[config.mk]
export PLATFORM = sky130hd
export DESIGN_NAME = sid_post
export DESIGN_NICKNAME = d
export VERILOG_FILES = /design/src/rtl/core/sid_pkg.sv /design/src/rtl/core/sid_post.sv
export SDC_FILE = /design/constraint.sdc
export NUM_CORES = 1
export LEC_CHECK = 0
export ABC_AREA = 1
export ABC_CLOCK_PERIOD_IN_PS = 3300
export BUFFER_PORTS_ARGS = -buffer_cell sky130_fd_sc_hd__clkbuf_2
export CORE_UTILIZATION = 44
export CTS_CLUSTER_SIZE = 30
export DETAILED_ROUTE_END_ITERATION = 16
export HOLD_SLACK_MARGIN = 0.08
export MAX_ROUTING_LAYER = met4
export PLACE_DENSITY = 0.9
export RECOVER_POWER = 25
export SLEW_MARGIN = 25
export SYNTH_ARGS = -nofsm -noshare
export SYNTH_HDL_FRONTEND = slang
export SYNTH_SLANG_ARGS = --single-unit
export TNS_END_PERCENT = 30
[constraint.sdc]
create_clock -name clk_i -period 3.3 [get_ports clk_i]
set_input_delay 0.66 -clock clk_i [delete_from_list [all_inputs] [get_ports clk_i]]
set_output_delay 0.66 -clock clk_i [all_outputs]
set_load 0.1 [all_outputs]
[src/rtl/core/sid_pkg.sv]
// Package for the signed integer divider: operand width, beat types and the
// per-cell work record passed along the divide chain. No dependencies.
`default_nettype none

package sid_pkg;

  localparam int unsigned WIDTH = 32;

  typedef struct packed {
    logic signed [WIDTH-1:0] dividend;
    logic signed [WIDTH-1:0] divisor;
  } sid_in_t;

  typedef struct packed {
    logic signed [WIDTH-1:0] quotient;
    logic                    divide_by_zero;
  } sid_out_t;

  // rem: partial remainder; nq: dividend bits still to shift out on top,
  // quotient bits shifted in from the bottom; den: divisor magnitude.
  typedef struct packed {
    logic [WIDTH-1:0] rem;
    logic [WIDTH-1:0] nq;
    logic [WIDTH-1:0] den;
    logic             neg;
    logic             dbz;
  } sid_work_t;

endpackage

`default_nettype wire

[src/rtl/core/sid_post.sv]
// Result stage: applies the sign, saturates the overflow case and zeroes the
// quotient on a zero divisor; holds the output beat. Depends on sid_pkg.
`default_nettype none

module sid_post (
  input  wire                clk_i,
  input  wire                rst_ni,
  input  wire                valid_i,
  output logic               ready_o,
  input  sid_pkg::sid_work_t work_i,
  output logic               valid_o,
  input  wire                ready_i,
  output sid_pkg::sid_out_t  data_o
);
  import sid_pkg::*;

  logic     valid_q;
  sid_out_t data_d, data_q;

  assign ready_o = !valid_q || ready_i;

  always_comb begin
    data_d.divide_by_zero = work_i.dbz;
    if (work_i.dbz) begin
      data_d.quotient = '0;
    end else if (work_i.neg) begin
      data_d.quotient = ~work_i.nq + 1'b1;
    end else if (work_i.nq[WIDTH-1]) begin
      // most negative divided by minus one
      data_d.quotient = {1'b0, {(WIDTH-1){1'b1}}};
    end else begin
      data_d.quotient = work_i.nq;
    end
  end

  always_ff @(posedge clk_i or negedge rst_ni) begin
    if (!rst_ni) begin
      valid_q <= 1'b0;
    end else if (ready_o) begin
      valid_q <= valid_i;
    end
  end

  always_ff @(posedge clk_i) begin
    if (valid_i && ready_o) begin
      data_q <= data_d;
    end
  end

  assign valid_o = valid_q;
  assign data_o  = data_q;

endmodule

`default_nettype wire

==> flow_metrics.py <==
metrics = {
    "route": {
        "drt-vias-per-instance": 5.02,
        "wire_per_inst_um": 12.5,
        "drc_errors": 0,
        "ant_nets": 0,
        "num_vias": 2304,
        "first_pass_iters": 5,
        "first_iter_violations": 138,
        "drt_wl_total_um": 5740,
    },
    "global_route": {
        "met2_usage_pct": 37.6,
        "grt_use_total_pct": 23.1,
        "overflow": 0,
        "top_usage_layer": "met2",
        "use_met3_pct": 3.08,
        "use_met1_pct": 28.8,
        "grt_pass1_wl_um": 9250,
        "grt_pass1_vias": 2024,
        "antenna_found_initial": 0,
        "grt_max_degree": 34,
    },
    "floorplan": {
        "rows": 26,
        "core_um2": 5110,
        "die_y_um": 74.8,
        "die_area_um2": 5600,
        "start_util_pct": 45.7,
        "fp.dieW_um": 74.8,
        "ioPinCount": 137,
    },
    "power": {
        "ir_worst_vdd_v": 0.000179,
        "power_leakage_uw": 0.00127,
        "power.density_nw_per_um2": 432,
    },
    "synthesis": {
        "synth_cell_type_count": 27,
        "synth_area_um2": 2330,
        "syn_inst": 316,
        "synthTopCellsByArea": "edfxtp_1 (42%), nand2_1 (11%), nor2_1 (11%), nand3_1 (4.9%), inv_1 (4.3%)",
        "async_reset_ff_share_pct": 2.94,
        "syn_nets": 419,
        "synth_warnings": 0,
        "yosys_most_used_dff": "edfxtp_1",
        "yosysSeqAreaShare_pct": 43.5,
        "yosys.area.top_type": "edfxtp_1",
        "avgSynthCellArea_um2": 7.38,
        "synth_edf_count": 33,
        "synth_top_area_share_pct": 42.5,
        "ys_ff_latch": 34,
    },
    "critical_path": {
        "cp-start-kind": "primary input",
        "path_class": "in -> reg",
        "reg2reg_to": "data_o[22]",
        "endpoint_kind": "register",
        "path_max_fanout": 22,
        "setup.worst_path.end": "data_o[22]",
        "crit-reg2reg-launch": "valid_o",
        "arrival_ns": 2.11,
        "startpoint": "valid_i",
        "worstPathRequired_ns": 3.29,
        "reg2reg_depth": 2,
        "r2r_slack_ns": 1.25,
    },
    "finish": {
        "seq_area_um2": 1020,
        "fillers": 489,
        "final_util_pct": 55.9,
        "syn2layout_area_growth_pct": 22.3,
        "multi_input_area_um2": 1160,
        "drive_above_1_share_pct": 27.5,
        "antenna_cells": 0,
        "nets": 491,
    },
    "clock_network": {
        "cts_setup_buffers": 0,
        "clkSlewWorstSetupHoldPaths_ns": 0.06,
        "clock_latency_ns": 0.29,
        "clock_sinks": 34,
        "cts_resized": 0,
        "clk_path_buf_depth": 2,
        "cts_hold_buf": 0,
        "cts_max_level": 2,
        "cts-root-buf": "clkbuf_8",
        "cts_buffers": 5,
        "cts_tree": "yes",
    },
    "sta": {
        "max_slew_margin_pct": 4.82,
        "worst_slack_ns": 1.18,
        "tightestPinTransition_ns": 1.43,
        "hold_slack_ns": 0.137,
        "finalCriticalPeriod_ns": 2.12,
        "rsz0062_at_grt": "no",
        "setup_viol": 0,
        "fmax_mhz": 473,
        "hold_viol": 0,
        "maxSlewViolCount": 0,
        "finalClockSkew_ns": 0.00790,
        "fin_crit_sh_pct": 64.1,
        "setup_tns_ns": 0,
    },
    "place": {
        "dpl.hpwl_um": 4330,
        "gp_congestion": 0.899,
        "port_buffers": 72,
        "dp_slack_ns": 1.24,
    },
    "run_status": {
        "outcome": "finished, final reports clean",
    },
    "min_path": {
        "min_path_type": "in -> async",
    },
    "flow_run": {
        "cap_violations": 0,
    },
}
## sequential cells by signal (all words and copies together) (netlist names)
signal,flops
valid_o,1
data_o,33
## synthesized netlist by cell type, types with 3 or more instances
library cell and instances:
nand2_2 10, nand3_1 23, o21ai_1 8, nand2_1 70, a31oi_1 4, nor2_1 70, o21ai_0 15, buf_2 3
edfxtp_1 33, inv_1 27, a21boi_1 8, a21oi_1 15, nor2_4 4, nor2_2 9
## kinds of logic after synthesis
kind of cell / after synthesis / synth area share [%]
AO/OA/AOI/OAI: 51 / 12.2
AND/OR/NAND/NOR: 194 / 37.2
adder cells (fa/ha/maj): 1 / 0.536
buffers and inverters: 36 / 6.59
flip-flops: 34 / 43.5
## worst min-delay path by stage
stage                          to   start  slack (ns)  cells after the start
after detailed placement  valid_o  rst_ni        0.44                      1
after global placement    valid_o  rst_ni        0.44                      1
final                     valid_o  rst_ni        0.14                      1
after floorplan           valid_o  rst_ni        0.36                      0
after CTS                 valid_o  rst_ni        0.14                      1
after global routing      valid_o  rst_ni        0.13                      1
## placed cells by master, fill, tap and decap left out, drive strengths merged, types with 2 or more instances in the layout
cell type and instances:
a21boi 8, a31oi 4, clkbuf 79, o21ai 23, nand3 24, nor2 83
buf 2, or2 5, inv 27, a21oi 16, nand2 80, edfxtp 33
## power breakdown
group          internal, uW  total [uW]  leakage [uW]  switching, uW
Sequential              508         515      0.000334           6.80
Combinational          78.8         400      0.000893            321
Clock                   168         318     0.0000482            149
## metal layers
layer,vias to the layer above,routed length (um)
met5,-,0
met4,0,114
met3,9,247
met1,1049,2610
met2,64,2770
li1,1182,-
## critical path: stages
cell	delay, ns
clkbuf_2	0.08
inv_1	0.04
a21oi_1	1.07
buf_16	0.25
## final cells by class
type,instances,share of cell area (%)
inverters,27,3.55
flip-flops and latches,34,35.6
well taps,70,3.07
clock buffers,7,3.02
clock inverters,1,0.175
repair buffers,74,13.8
multi-input cells,246,40.8
## per-stage QoR
| step | total power (uW) | area, um^2 | cells |
|---|---|---|---|
| 6_report | 1230 | 2850 | 459 |
| 5_1_grt | 1280 | 2850 | 459 |
| 4_1_cts | 1240 | 2840 | 458 |
| 3_5_place_dp | 920 | 2750 | 450 |
| 3_3_place_gp | 913 | 2750 | 450 |
| 2_1_floorplan | 839 | 2330 | 316 |
Note: power is estimated with default switching activity, not from simulation.
