--- config.mk ---
export PLATFORM = sky130hd
export DESIGN_NAME = sid_cell
export DESIGN_NICKNAME = d
export VERILOG_FILES = /design/src/rtl/core/sid_pkg.sv /design/src/rtl/core/sid_cell.sv
export SDC_FILE = /design/constraint.sdc
export NUM_CORES = 1
export LEC_CHECK = 0
export BUFFER_PORTS_ARGS = -buffer_cell sky130_fd_sc_hd__buf_2
export CORE_ASPECT_RATIO = 2
export CORE_MARGIN = 3
export CORE_UTILIZATION = 50
export CTS_BUF_LIST = sky130_fd_sc_hd__clkbuf_16
export DETAILED_ROUTE_END_ITERATION = 12
export GPL_TIMING_DRIVEN = 0
export PLACE_DENSITY = 0.81
export SLEW_MARGIN = 5
export SYNTH_ARGS = -nofsm -noshare
export SYNTH_HDL_FRONTEND = slang
export SYNTH_SLANG_ARGS = --single-unit
--- constraint.sdc ---
create_clock -name clk_i -period 3.57 [get_ports clk_i]
set_clock_uncertainty 0.05 [all_clocks]
set_input_delay 0 -clock clk_i [delete_from_list [all_inputs] [get_ports clk_i]]
set_output_delay 0 -clock clk_i [all_outputs]
set_load 0.02 [all_outputs]
--- src/rtl/core/sid_pkg.sv ---
// Package for the signed integer divider: operand width, beat types and the
// per-cell work record passed along the divide chain. No dependencies.
`default_nettype none

package sid_pkg;

  localparam int unsigned WIDTH = 32;

  typedef struct packed {
    logic signed [WIDTH-1:0] dividend;
    logic signed [WIDTH-1:0] divisor;
  } sid_in_t;

  typedef struct packed {
    logic signed [WIDTH-1:0] quotient;
    logic                    divide_by_zero;
  } sid_out_t;

  // rem: partial remainder; nq: dividend bits still to shift out on top,
  // quotient bits shifted in from the bottom; den: divisor magnitude.
  typedef struct packed {
    logic [WIDTH-1:0] rem;
    logic [WIDTH-1:0] nq;
    logic [WIDTH-1:0] den;
    logic             neg;
    logic             dbz;
  } sid_work_t;

endpackage

`default_nettype wire

--- src/rtl/core/sid_cell.sv ---
// One restoring divide step: shift in a dividend bit, trial-subtract the
// divisor, shift the quotient bit in. Depends on sid_pkg.
`default_nettype none

module sid_cell (
  input  wire                clk_i,
  input  wire                rst_ni,
  input  wire                valid_i,
  output logic               ready_o,
  input  sid_pkg::sid_work_t work_i,
  output logic               valid_o,
  input  wire                ready_i,
  output sid_pkg::sid_work_t work_o
);
  import sid_pkg::*;

  logic             valid_q;
  sid_work_t        work_d, work_q;
  logic [WIDTH:0]   rem_sh;
  logic [WIDTH:0]   diff;
  logic             fits;

  assign ready_o = !valid_q || ready_i;

  always_comb begin
    rem_sh = {work_i.rem, work_i.nq[WIDTH-1]};
    diff   = rem_sh - {1'b0, work_i.den};
    fits   = !diff[WIDTH];
    work_d     = work_i;
    work_d.rem = fits ? diff[WIDTH-1:0] : rem_sh[WIDTH-1:0];
    work_d.nq  = {work_i.nq[WIDTH-2:0], fits};
  end

  always_ff @(posedge clk_i or negedge rst_ni) begin
    if (!rst_ni) begin
      valid_q <= 1'b0;
    end else if (ready_o) begin
      valid_q <= valid_i;
    end
  end

  always_ff @(posedge clk_i) begin
    if (valid_i && ready_o) begin
      work_q <= work_d;
    end
  end

  assign valid_o = valid_q;
  assign work_o  = work_q;

endmodule

`default_nettype wire

==> flow_summary.toml <==
[status]
status = "complete, no violations"

[synthesis]
synth_cell_type_count = 50
syn_area_per_cell_um2 = 11.78
async_flop_share_pct = 1.010
netlist.area_leader.share_pct = 54.09
seq_area_frac_synth_pct = 54.55
yosys-top-cells-area = "edfxtp_1, ha_1, mux2_4"
synth_seq_cells = 99
synth_edf_count = 98
netlist_area_um2 = 5440
syn_inst = 462
synth.net_count = 597
synth_flop_cell = "edfxtp_1"
yosysTopAreaCell = "edfxtp_1"
yosys_warnings = 0

[power]
pwr-share-comb_pct = 28.8
internal_power_mw = 2.291
swShare_pct = 31.19
share_seq_of_total_power_pct = 42.6
power.density_nw_per_um2 = 418.9
p_switching_mw = 1.039
p_leak_nw = 3.603
p_clk_share_pct = 28.6
peakVddDrop_mv = 0.2641

[clock_network]
tritoncts = "built"
clkSinkCount = 99
clk_pin_slew_ns = 0.08
cts_buffers = 9
cts_root_buf = "clkbuf_16"
cts-htree-levels = 3
clockBufferDepth = 2
clk_latency_ns = 0.35
cts_setup_buffers = 0

[critical_path]
crit_path_max_incr_delay_ns = 0.56
arrival_ns = 3.53
crit_family = "compound AO/OA/AOI/OAI gates"
worstSetupPathType = "input pin to flop"
worst-path-max-fanout = 10
cp.required_ns = 3.62
crit_path_start_kind = "input pin"
worstPathCellList = "dlygate4sd3_1 > buf_2 > inv_1 > ha_1 > a21oi_2 > o211ai_1 > a221o_1 > a211o_1 > o21a_1 > o211ai_4 > inv_2 > buf_6 > mux2_4"
crit_buf_inv = 5
slowest_stage = "dlygate4sd3_1"
worstSetupEndpointType = "flop"

[timing]
worstMarginPinSlew_ns = 0.5171
maxSlewViolCount = 0
rsz0062_at_grt = "no"
finalCritPeriodShare_pct = 97.30
min_period_ns = 3.474
max_clock_freq_mhz = 287.9
setup_ws_ns = 0.09646
worst_hold_slack_ns = 0.3091
finalHoldViolCount = 0
finalSetupViolCount = 0
slew_headroom_pct = 65.21

[placement]
dp_hpwl_um = 11940
pre_cts_slack_ns = 0.3015
place_congestion = 0.9002
io_buffers = 201

[cells_and_area]
area_growth_pct = 46.11
finalNetCount = 911
layout-drive-gt1-share_pct = 31.50
antenna_cells = 0

[drt]
dr.pass1.iters = 5
vias_per_cell = 5.582
route.vias.total = 5124
wire_per_inst_um = 20.26
dr.first_iter.drc_count = 685
final_antenna_net_count = 0
drc = 0
routed_wl_um = 18600

[grt]
grt_pass1_vias = 5417
grt_pass1_wl_um = 28790
track_usage_pct = 30.80
grt_max_degree = 64
grt_overflow = 0
antenna_found_initial = 0

[die]
ios = 202
die_area_um2 = 12240
start_util_pct = 51.60
die_x_um = 79.76
core_um2 = 10540
rows = 53
fp.dieH_um = 153.5

[job]
max_cap_viol_count = 0

[min_path]
hold_path_class = "input pin to flop"
synthesized netlist by cell type (5+ instances only):
master,n
o21ai_0,24
clkbuf_1,11
nand4_1,7
a21o_1,15
and3_1,6
nor2_1,16
inv_1,41
nand2b_1,7
o211ai_1,8
nor2b_1,5
xnor2_1,14
mux2_4,18
a21oi_1,34
nand3_1,11
xor2_1,10
o21bai_1,5
edfxtp_1,98
o31ai_1,5
o21a_1,6
nand2_1,44
ha_1,32
cell type report:
cell class	instances	area [um2]
flip-flops and latches	99	2968
plain buffers	15	83.83
repair buffers	303	2044
inverters	42	157.7
multi-input cells	306	2237
fillers	648	2595
well taps	137	171.4
clock inverters	7	61.31
clock buffers	9	225.2
worst register-to-register path: cells and delay by family (launching register included):
kind | cells | cell delay (ns)
buffers and inverters | 1 | 0.35
DFF | 1 | 0.40
and+or+nand+nor | 2 | 0.66
timing repair:
| item | in CTS | in global routing |
|---|---|---|
| setup endpoints to repair | 0 | 20 |
| endpoints found under the hold margin | 99 | 0 |
| resized for setup | 0 | 3 |
| hold buffers | 101 | 0 |
flip-flops by register name (all words and copies together), names as in the netlist:
| signal | flops |
|---|---|
| work_o | 98 |
| valid_o | 1 |
metal layers:
layer	vias up	GRT usage (%)	routed length (um)
met4	0	12.17	688
li1	2340	-	-
met1	2408	31.93	6220
met2	318	59.03	10320
met3	58	5.334	1362
met5	-	0	0
power by group through the flow:
stage	Clock (mW)	Combinational [mW]	Sequential (mW)
CTS	0.941	0.924	1.41
finish	0.951	0.960	1.42
detailed placement	0	0.830	1.44
global route	0.999	1.03	1.43
floorplan	0	0.447	1.56
global placement	0	0.803	1.45
worst paths after layout:
check | start | to | slack (ns) | cells past startpoint
min reg2reg | valid_o | work_o[41] | 1.03 | 2
max in group asynchronous | rst_ni | valid_o | 2.93 | 3
min | work_i[34] | work_o[35] | 0.31 | 2
max | work_i[15] | work_o[84] | 0.1 | 13
min in group asynchronous | rst_ni | valid_o | 0.44 | 3
max reg2reg | valid_o | work_o[30] | 1.74 | 3
cell usage in the layout (no fill, tap or decap), drive strengths merged, types with 5 or more instances in the layout:
master         n
buf          205
dlygate4sd3  101
edfxtp        98
inv           45
nand2         44
a21oi         36
ha            32
o21ai         24
clkbuf        21
mux2          18
nor2          16
a21o          15
xnor2         14
nand3         11
xor2          10
o211ai         9
nand2b         7
nand4          7
o21a           6
and3           6
nor2b          5
o21bai         5
o31ai          5
stage by stage:
stage | utilization, % | cells | power, mW | instance area [um2] | setup TNS, ns
after floorplan | - | 462 | 2.003 | 5440 | 0
final | 75.39 | 918 | 3.330 | 7949 | 0
after CTS | 75.35 | 918 | 3.280 | 7945 | 0
after global routing | 75.39 | 918 | 3.453 | 7949 | 0
after detailed placement | 63.05 | 801 | 2.271 | 6648 | 0
after global placement | 62.76 | 800 | 2.249 | 6618 | -41.59
logic make-up (layout without fill, tap and decap cells):
logic type / after synthesis / after routing / synth area share, %
AO/OA/AOI/OAI: 120 / 120 / 14.65
XOR/XNOR: 24 / 24 / 3.864
adder cells (fa/ha/maj): 33 / 33 / 7.728
buffers and inverters: 57 / 376 / 4.370
flip-flops: 99 / 99 / 54.55
multiplexers: 18 / 18 / 4.968
AND/OR/NAND/NOR: 111 / 111 / 9.867
(Power assumes the default switching activity.)
