===== config.mk =====
export PLATFORM = sky130hd
export DESIGN_NAME = sid_prep
export DESIGN_NICKNAME = d
export VERILOG_FILES = /design/src/rtl/core/sid_pkg.sv /design/src/rtl/core/sid_prep.sv
export SDC_FILE = /design/constraint.sdc
export NUM_CORES = 1
export LEC_CHECK = 0
export ABC_AREA = 1
export BUFFER_PORTS_ARGS = -buffer_cell sky130_fd_sc_hd__buf_4
export CAP_MARGIN = 20
export CORE_ASPECT_RATIO = 1.25
export CORE_MARGIN = 10
export CORE_UTILIZATION = 38
export CTS_BUF_LIST = sky130_fd_sc_hd__clkbuf_8
export CTS_CLUSTER_SIZE = 20
export DETAILED_ROUTE_END_ITERATION = 7
export PLACE_DENSITY = 0.66
export SKIP_CTS_REPAIR_TIMING = 1
export SLEW_MARGIN = 10
export SYNTH_ARGS = -nofsm -noshare
export SYNTH_HDL_FRONTEND = slang
export SYNTH_SLANG_ARGS = --single-unit

===== constraint.sdc =====
create_clock -name clk_i -period 4.65 [get_ports clk_i]
set_input_delay 0.465 -clock clk_i [delete_from_list [all_inputs] [get_ports clk_i]]
set_output_delay 0.465 -clock clk_i [all_outputs]
set_load 0.02 [all_outputs]

===== src/rtl/core/sid_pkg.sv =====
// Package for the signed integer divider: operand width, beat types and the
// per-cell work record passed along the divide chain. No dependencies.
`default_nettype none

package sid_pkg;

  localparam int unsigned WIDTH = 32;

  typedef struct packed {
    logic signed [WIDTH-1:0] dividend;
    logic signed [WIDTH-1:0] divisor;
  } sid_in_t;

  typedef struct packed {
    logic signed [WIDTH-1:0] quotient;
    logic                    divide_by_zero;
  } sid_out_t;

  // rem: partial remainder; nq: dividend bits still to shift out on top,
  // quotient bits shifted in from the bottom; den: divisor magnitude.
  typedef struct packed {
    logic [WIDTH-1:0] rem;
    logic [WIDTH-1:0] nq;
    logic [WIDTH-1:0] den;
    logic             neg;
    logic             dbz;
  } sid_work_t;

endpackage

`default_nettype wire


===== src/rtl/core/sid_prep.sv =====
// Entry stage of the divider: forms operand magnitudes, the result sign and the zero-divisor flag.
// Depends on sid_pkg.
`default_nettype none

module sid_prep (
  input  wire              clk_i,
  input  wire              rst_ni,
  input  wire              valid_i,
  output logic             ready_o,
  input  sid_pkg::sid_in_t data_i,
  output logic             valid_o,
  input  wire              ready_i,
  output sid_pkg::sid_work_t work_o
);
  import sid_pkg::*;

  logic      valid_q;
  sid_work_t work_d, work_q;

  assign ready_o = !valid_q || ready_i;

  always_comb begin
    work_d.rem = '0;
    work_d.nq  = data_i.dividend[WIDTH-1] ? (~data_i.dividend + 1'b1) : data_i.dividend;
    work_d.den = data_i.divisor[WIDTH-1] ? (~data_i.divisor + 1'b1) : data_i.divisor;
    work_d.neg = data_i.dividend[WIDTH-1] ^ data_i.divisor[WIDTH-1];
    work_d.dbz = (data_i.divisor == '0);
  end

  always_ff @(posedge clk_i or negedge rst_ni) begin
    if (!rst_ni) begin
      valid_q <= 1'b0;
    end else if (ready_o) begin
      valid_q <= valid_i;
    end
  end

  always_ff @(posedge clk_i) begin
    if (valid_i && ready_o) begin
      work_q <= work_d;
    end
  end

  assign valid_o = valid_q;
  assign work_o  = work_q;

endmodule

`default_nettype wire


==> impl_metrics.py, run 1 <==
metrics = {
    "status": {
        "status": "completed",
    },
    "setup_path": {
        "cp-end-kind": "flip-flop",
        "cp-start-kind": "flip-flop",
        "rr_worst_depth": 2,
        "arrival_ps": 1620,
        "worstSetupPathType": "reg2reg",
        "cp_max_fo": 66,
        "cp.required_ps": 4610,
    },
    "cts": {
        "cts_root_buf": "clkbuf_8",
        "numCtsBuffers": 9,
        "cts.sinks": 67,
        "clockBufferDepth": 2,
        "cts_max_level": 3,
        "clock_latency_ps": 340,
        "clk_pin_slew_ps": 80,
        "cts_tree": "built",
    },
    "final_layout": {
        "fin_cells": 825,
        "postLayoutCoreUtil_pct": 50.0,
        "fin_nets": 757,
        "layout-drive-gt1-share_pct": 26.2,
        "multi_input_area_sq_um": 1980,
        "register_area_sq_um": 2010,
        "antenna_cells": 0,
        "syn_to_final_growth_pct": 28.0,
        "n_fill_cell": 1103,
    },
    "synthesis": {
        "synth_seq_cells": 67,
        "ys_seq_area_share_pct": 45.9,
        "netlist_instances": 545,
        "syn-mean-instance-area_sq_um": 8.02,
        "synth_area_sq_um": 4370,
        "yosys_warnings": 0,
        "synthDistinctLibCells": 29,
    },
    "timing": {
        "setup_tns_ps": 0,
        "slew_headroom_pct": 43.6,
        "period_share_pct": 35.7,
        "setup_viol": 0,
        "finalHoldViolCount": 0,
        "fmax_mhz": 603,
        "rsz0062_at_grt": "no",
        "tightest_slew_ps": 847,
        "post-route-min-period_ps": 1660,
        "fin_skew_ps": 7.81,
        "slew_viol_final": 0,
    },
    "placement": {
        "gp_congestion": 0.965,
        "dp_hpwl_um": 10400,
        "dp_cells": 808,
        "io_buffers": 135,
    },
    "global_route": {
        "met1_usage_pct": 16.2,
        "grt_pass1_wl_um": 20200,
        "busiest_layer": "met2",
        "antenna_found_initial": 0,
        "grt_remaining_overflow": 0,
        "grt_pass1_vias": 4035,
        "grt_use_total_pct": 15.7,
        "grt_use_met2_pct": 27.4,
        "grt_use_met3_pct": 5.56,
        "grt_max_degree": 67,
    },
    "pwr": {
        "ir_drop_mv": 0.112,
        "total_leakage_power_nw": 2.62,
        "p_per_area_nw_per_um2": 277,
    },
    "routing": {
        "wl_per_cell_um": 15.6,
        "dr.pass1.iters": 5,
        "vias": 3944,
        "postRouteAntennaNets": 0,
        "via_per_inst": 4.78,
        "route.detailed.drc": 0,
        "totalWireLength_um": 12900,
        "drt_iter0_markers": 173,
    },
    "run": {
        "maxCapViolCount": 0,
    },
    "floorplan": {
        "start_util_pct": 39.1,
        "rows": 43,
        "dieArea_sq_um": 16200,
        "io_pins": 168,
        "core_sq_um": 11200,
        "die_h_um": 140,
        "die_w_um": 116,
    },
    "min_path": {
        "hold_path.class": "in2reg",
        "min_path_cells": 1,
    },
}
-- metal layers --
metal | part of all wire [%] | vias to the layer above
li1 | - | 1949
met2 | 51 | 178
met4 | 3.1 | 0
met3 | 8.5 | 26
met1 | 38 | 1791
met5 | 0 | -
-- registers in the layout (all words and copies together), names as in the netlist --
signal,flops
valid_o,1
work_o,66
-- worst max-delay path, stage by stage, from the launching register on --
cell and delay [ps]:
dfrtp_1 430, a21oi_4 150, buf_4 680
-- synth_stat cells, drive strengths merged --
cell type | n | area share [%]
dfrtp | 1 | 0.57
o211ai | 2 | 0.34
edfxtp | 66 | 45
nand3b | 3 | 0.52
ha | 4 | 1.1
nand4 | 5 | 0.72
o21ai | 18 | 2.6
nor2 | 86 | 8.8
inv | 60 | 5.2
nor3 | 4 | 0.57
xor2 | 17 | 3.4
xnor2 | 13 | 2.6
conb | 1 | 0.086
nand2 | 177 | 16
buf | 39 | 6.6
nand3 | 47 | 5.6
a31oi | 1 | 0.14
a21oi | 1 | 0.11
-- where the power goes --
group | internal, mW | switching [mW] | leakage (nW) | total, mW
sequential | 0.719 | 0.0118 | 0.643 | 0.731
clock | 0.232 | 0.218 | 0.105 | 0.450
combinational | 0.135 | 0.231 | 1.88 | 0.366
-- placed cells by master, fill, tap and decap left out --
| master | Yosys | routed |
|---|---|---|
| nand4_1 | 5 | 5 |
| nand3b_1 | 3 | 3 |
| nand2_2 | 6 | 6 |
| o21ai_1 | 1 | 1 |
| nand3_2 | 2 | 2 |
| edfxtp_1 | 66 | 66 |
| nand3_1 | 45 | 45 |
| conb_1 | 1 | 32 |
| nand2_4 | 1 | 1 |
| nor3_2 | 1 | 1 |
| nor2_4 | 6 | 6 |
| xnor2_1 | 13 | 13 |
| a21oi_4 | 0 | 1 |
| nand2_1 | 170 | 170 |
| xor2_1 | 17 | 17 |
| o21ai_0 | 11 | 11 |
| nor3_1 | 3 | 3 |
| ha_1 | 4 | 4 |
| nor2_1 | 73 | 73 |
| a31oi_1 | 1 | 1 |
| inv_2 | 1 | 1 |
| inv_1 | 59 | 61 |
| dlygate4sd3_1 | 0 | 1 |
| clkbuf_8 | 0 | 12 |
| clkinv_2 | 0 | 2 |
| buf_4 | 34 | 136 |
| nor2_2 | 7 | 7 |
| o211ai_1 | 2 | 2 |
| dfrtp_1 | 1 | 1 |
| o21ai_2 | 6 | 6 |
-- worst paths after layout --
kind	startpoint	endpoint	slack [ps]
setup reg to reg	valid_o$_DFFE_PN0N_	work_o[42]$_DFFE_PP_	2990
min in group asynchronous	rst_ni	valid_o$_DFFE_PN0N_	430
hold reg to reg	valid_o$_DFFE_PN0N_	valid_o$_DFFE_PN0N_	590
max in group asynchronous	rst_ni	valid_o$_DFFE_PN0N_	4140
setup / recovery	valid_o$_DFFE_PN0N_	work_o[42]$_DFFE_PP_	2990
hold / removal	data_i[32]	work_o[34]$_DFFE_PP_	310
-- stage by stage --
| stage | cell area, sq um | total power, mW | setup slack [ps] | hold slack (ps) |
|---|---|---|---|---|
| 6_report | 5590 | 1.55 | 2990 | 306 |
| 5_1_grt | 5590 | 1.63 | 2890 | 274 |
| 4_1_cts | 5580 | 1.57 | 2960 | -140 |
| 3_5_place_dp | 5400 | 1.11 | 2810 | 242 |
| 3_3_place_gp | 5400 | 1.10 | 2860 | 240 |
| 2_1_floorplan | 4490 | 0.973 | 419 | 169 |
-- kinds of logic after synthesis --
group | Yosys count | synth area share [%]
AO/OA/AOI/OAI | 22 | 3.18
XOR/XNOR | 30 | 6.01
other | 1 | 0.0858
flip-flops | 67 | 45.9
buffers and inverters | 99 | 11.7
AND/OR/NAND/NOR | 322 | 31.9
adder cells (fa/ha/maj) | 4 | 1.15
-- layout make-up --
type                            instances  area share, %
Sequential cell                        67           35.9
Multi-Input combinational cell        410           35.4
Timing Repair Buffer                  137           18.4
Inverter                               60           4.03
Tap cell                              135           3.02
Clock buffer                           12           2.95
Clock inverter                          4          0.313
Note: power is estimated with default switching activity, not from simulation.
==> run 2: changes to the inputs <==
==> constraint.sdc (replaced) <==
create_clock -name clk_i -period 1.6 [get_ports clk_i]
set_input_delay 0.16 -clock clk_i [delete_from_list [all_inputs] [get_ports clk_i]]
set_output_delay 0.16 -clock clk_i [all_outputs]
set_load 0.02 [all_outputs]
==> impl_metrics.py, run 2 (synthesis gave the netlist of run 1 again) <==
metrics = {
    "global_route": {
        "grt_remaining_overflow": 0,
        "antenna_found_initial": 0,
        "grt_pass1_vias": 4021,
        "grt_use_total_pct": 15.7,
        "grt_max_degree": 67,
        "grt_pass1_wl_um": 20000,
    },
    "final_layout": {
        "antenna_cells": 0,
        "n_fill_cell": 1096,
        "multi_input_area_sq_um": 1980,
        "register_area_sq_um": 2010,
        "largest_reg_flops": 66,
        "final_common_cell": "nand2_1",
        "final_cell_mix": "nand2_1 (170), buf_4 (137), nor2_1 (73)",
        "fin_nets": 762,
        "syn_to_final_growth_pct": 30.1,
        "layout-drive-gt1-share_pct": 26.3,
        "postLayoutCoreUtil_pct": 50.8,
    },
    "floorplan": {
        "die_w_um": 116,
        "dieArea_sq_um": 16200,
        "io_pins": 168,
        "die_h_um": 140,
        "rows": 43,
        "core_sq_um": 11200,
        "start_util_pct": 39.1,
    },
    "pwr": {
        "total_leakage_power_nw": 2.65,
        "p_per_area_nw_per_um2": 832,
        "ir_drop_mv": 0.429,
        "p_total_mw": 4.73,
    },
    "routing": {
        "wl_per_cell_um": 15.7,
        "route.detailed.drc": 0,
        "drt_iter0_markers": 187,
        "dr.pass1.iters": 4,
        "via_per_inst": 4.73,
        "vias": 3926,
        "totalWireLength_um": 13000,
        "postRouteAntennaNets": 0,
    },
    "timing": {
        "post-route-min-period_ps": 1280,
        "finalHoldViolCount": 0,
        "fin_skew_ps": 6.02,
        "rsz0062_at_grt": "no",
        "period_share_pct": 80.2,
        "fmax_mhz": 779,
        "setup_viol": 0,
        "slew_viol_final": 0,
    },
    "run": {
        "maxCapViolCount": 0,
    },
    "setup_path": {
        "rr_worst_depth": 2,
        "arrival_ps": 1290,
        "rr_startpoint": "valid_o$_DFFE_PN0N_",
        "r2r_slack_ps": 320,
        "reg2reg_to": "work_o[52]$_DFFE_PP_",
        "crit_slowest_cell": "dfrtp_2",
        "cp.required_ps": 1600,
        "critPathMaxStageDelay_ps": 430,
        "cp_max_fo": 66,
        "cp-end-kind": "flip-flop",
        "cp-start-kind": "flip-flop",
        "crit_start": "valid_o$_DFFE_PN0N_",
        "worstSetupPathType": "reg2reg",
        "cp_cell_sequence": "a21oi_4 -> buf_12",
    },
    "cts": {
        "clockBufferDepth": 2,
        "numCtsBuffers": 9,
        "clk_pin_slew_ps": 70,
        "cts.sinks": 67,
        "cts_max_level": 3,
        "clock_latency_ps": 340,
        "cts_tree": "built",
        "cts_root_buf": "clkbuf_8",
    },
    "status": {
        "status": "completed",
    },
    "placement": {
        "io_buffers": 135,
        "gp_congestion": 0.975,
        "dp_hpwl_um": 10600,
    },
    "min_path": {
        "min_to": "valid_o$_DFFE_PN0N_",
        "min_from": "valid_i",
        "min_path_cells": 3,
        "hold_path.class": "in2reg",
    },
}
run 2: changes by cell type in the layout (fill, tap and decap cells not counted), sizes merged:
cell and delta:
buf +3, clkinv +2, dlygate4sd3 +2, inv -2, clkbuf -3, clkinvlp +1
bufinv +2
run 2: cell type report:
cell class              instances  area share, %
flip-flops and latches         67           35.3
clock inverters                 7           1.45
repair buffers                142           19.3
inverters                      60           3.96
multi-input cells             410           34.8
clock buffers                   9           2.18
well taps                     135           2.97
run 2: metal layers:
layer / track usage (%) / vias up / share of wire [%]
li1: - / 1965 / -
met3: 6.24 / 29 / 11
met2: 28.0 / 170 / 51
met1: 15.3 / 1762 / 35
met5: 0 / - / 0
met4: 7.13 / 0 / 3.4
run 2: metrics by stage:
step	hold slack (ps)	setup slack, ps	instances	instance area [sq um]	setup TNS [ps]
after global placement	-64.6	159	811	5450	0
after detailed placement	-64.5	139	811	5450	0
after CTS	-450	308	827	5660	0
after floorplan	-136	-430	576	4500	-28350
final	47.9	316	830	5690	0
after global routing	33.6	255	830	5690	0
run 2: worst max-delay path by stage:
stage                                       to  slack [ps]  depth (start not counted)
final                     work_o[52]$_DFFE_PP_         320                          2
after global placement    work_o[20]$_DFFE_PP_         160                         10
after global routing       work_o[6]$_DFFE_PP_         250                          2
after CTS                  work_o[6]$_DFFE_PP_         310                          2
after detailed placement  work_o[20]$_DFFE_PP_         140                         10
after floorplan            work_o[0]$_DFFE_PP_        -430                          1
run 2: power breakdown:
| part | internal (mW) | total [mW] | switching (mW) |
|---|---|---|---|
| Sequential | 2.09 | 2.12 | 0.0341 |
| Clock | 0.857 | 1.52 | 0.667 |
| Combinational | 0.409 | 1.08 | 0.673 |
| Total | 3.35 | 4.73 | 1.37 |
run 2: worst max-delay path, delay by kind of cell, from the launching register on:
family                 cells  cell delay, ps
flip-flops                 1             430
buffers and inverters      1             330
AO/OA/AOI/OAI              1             140
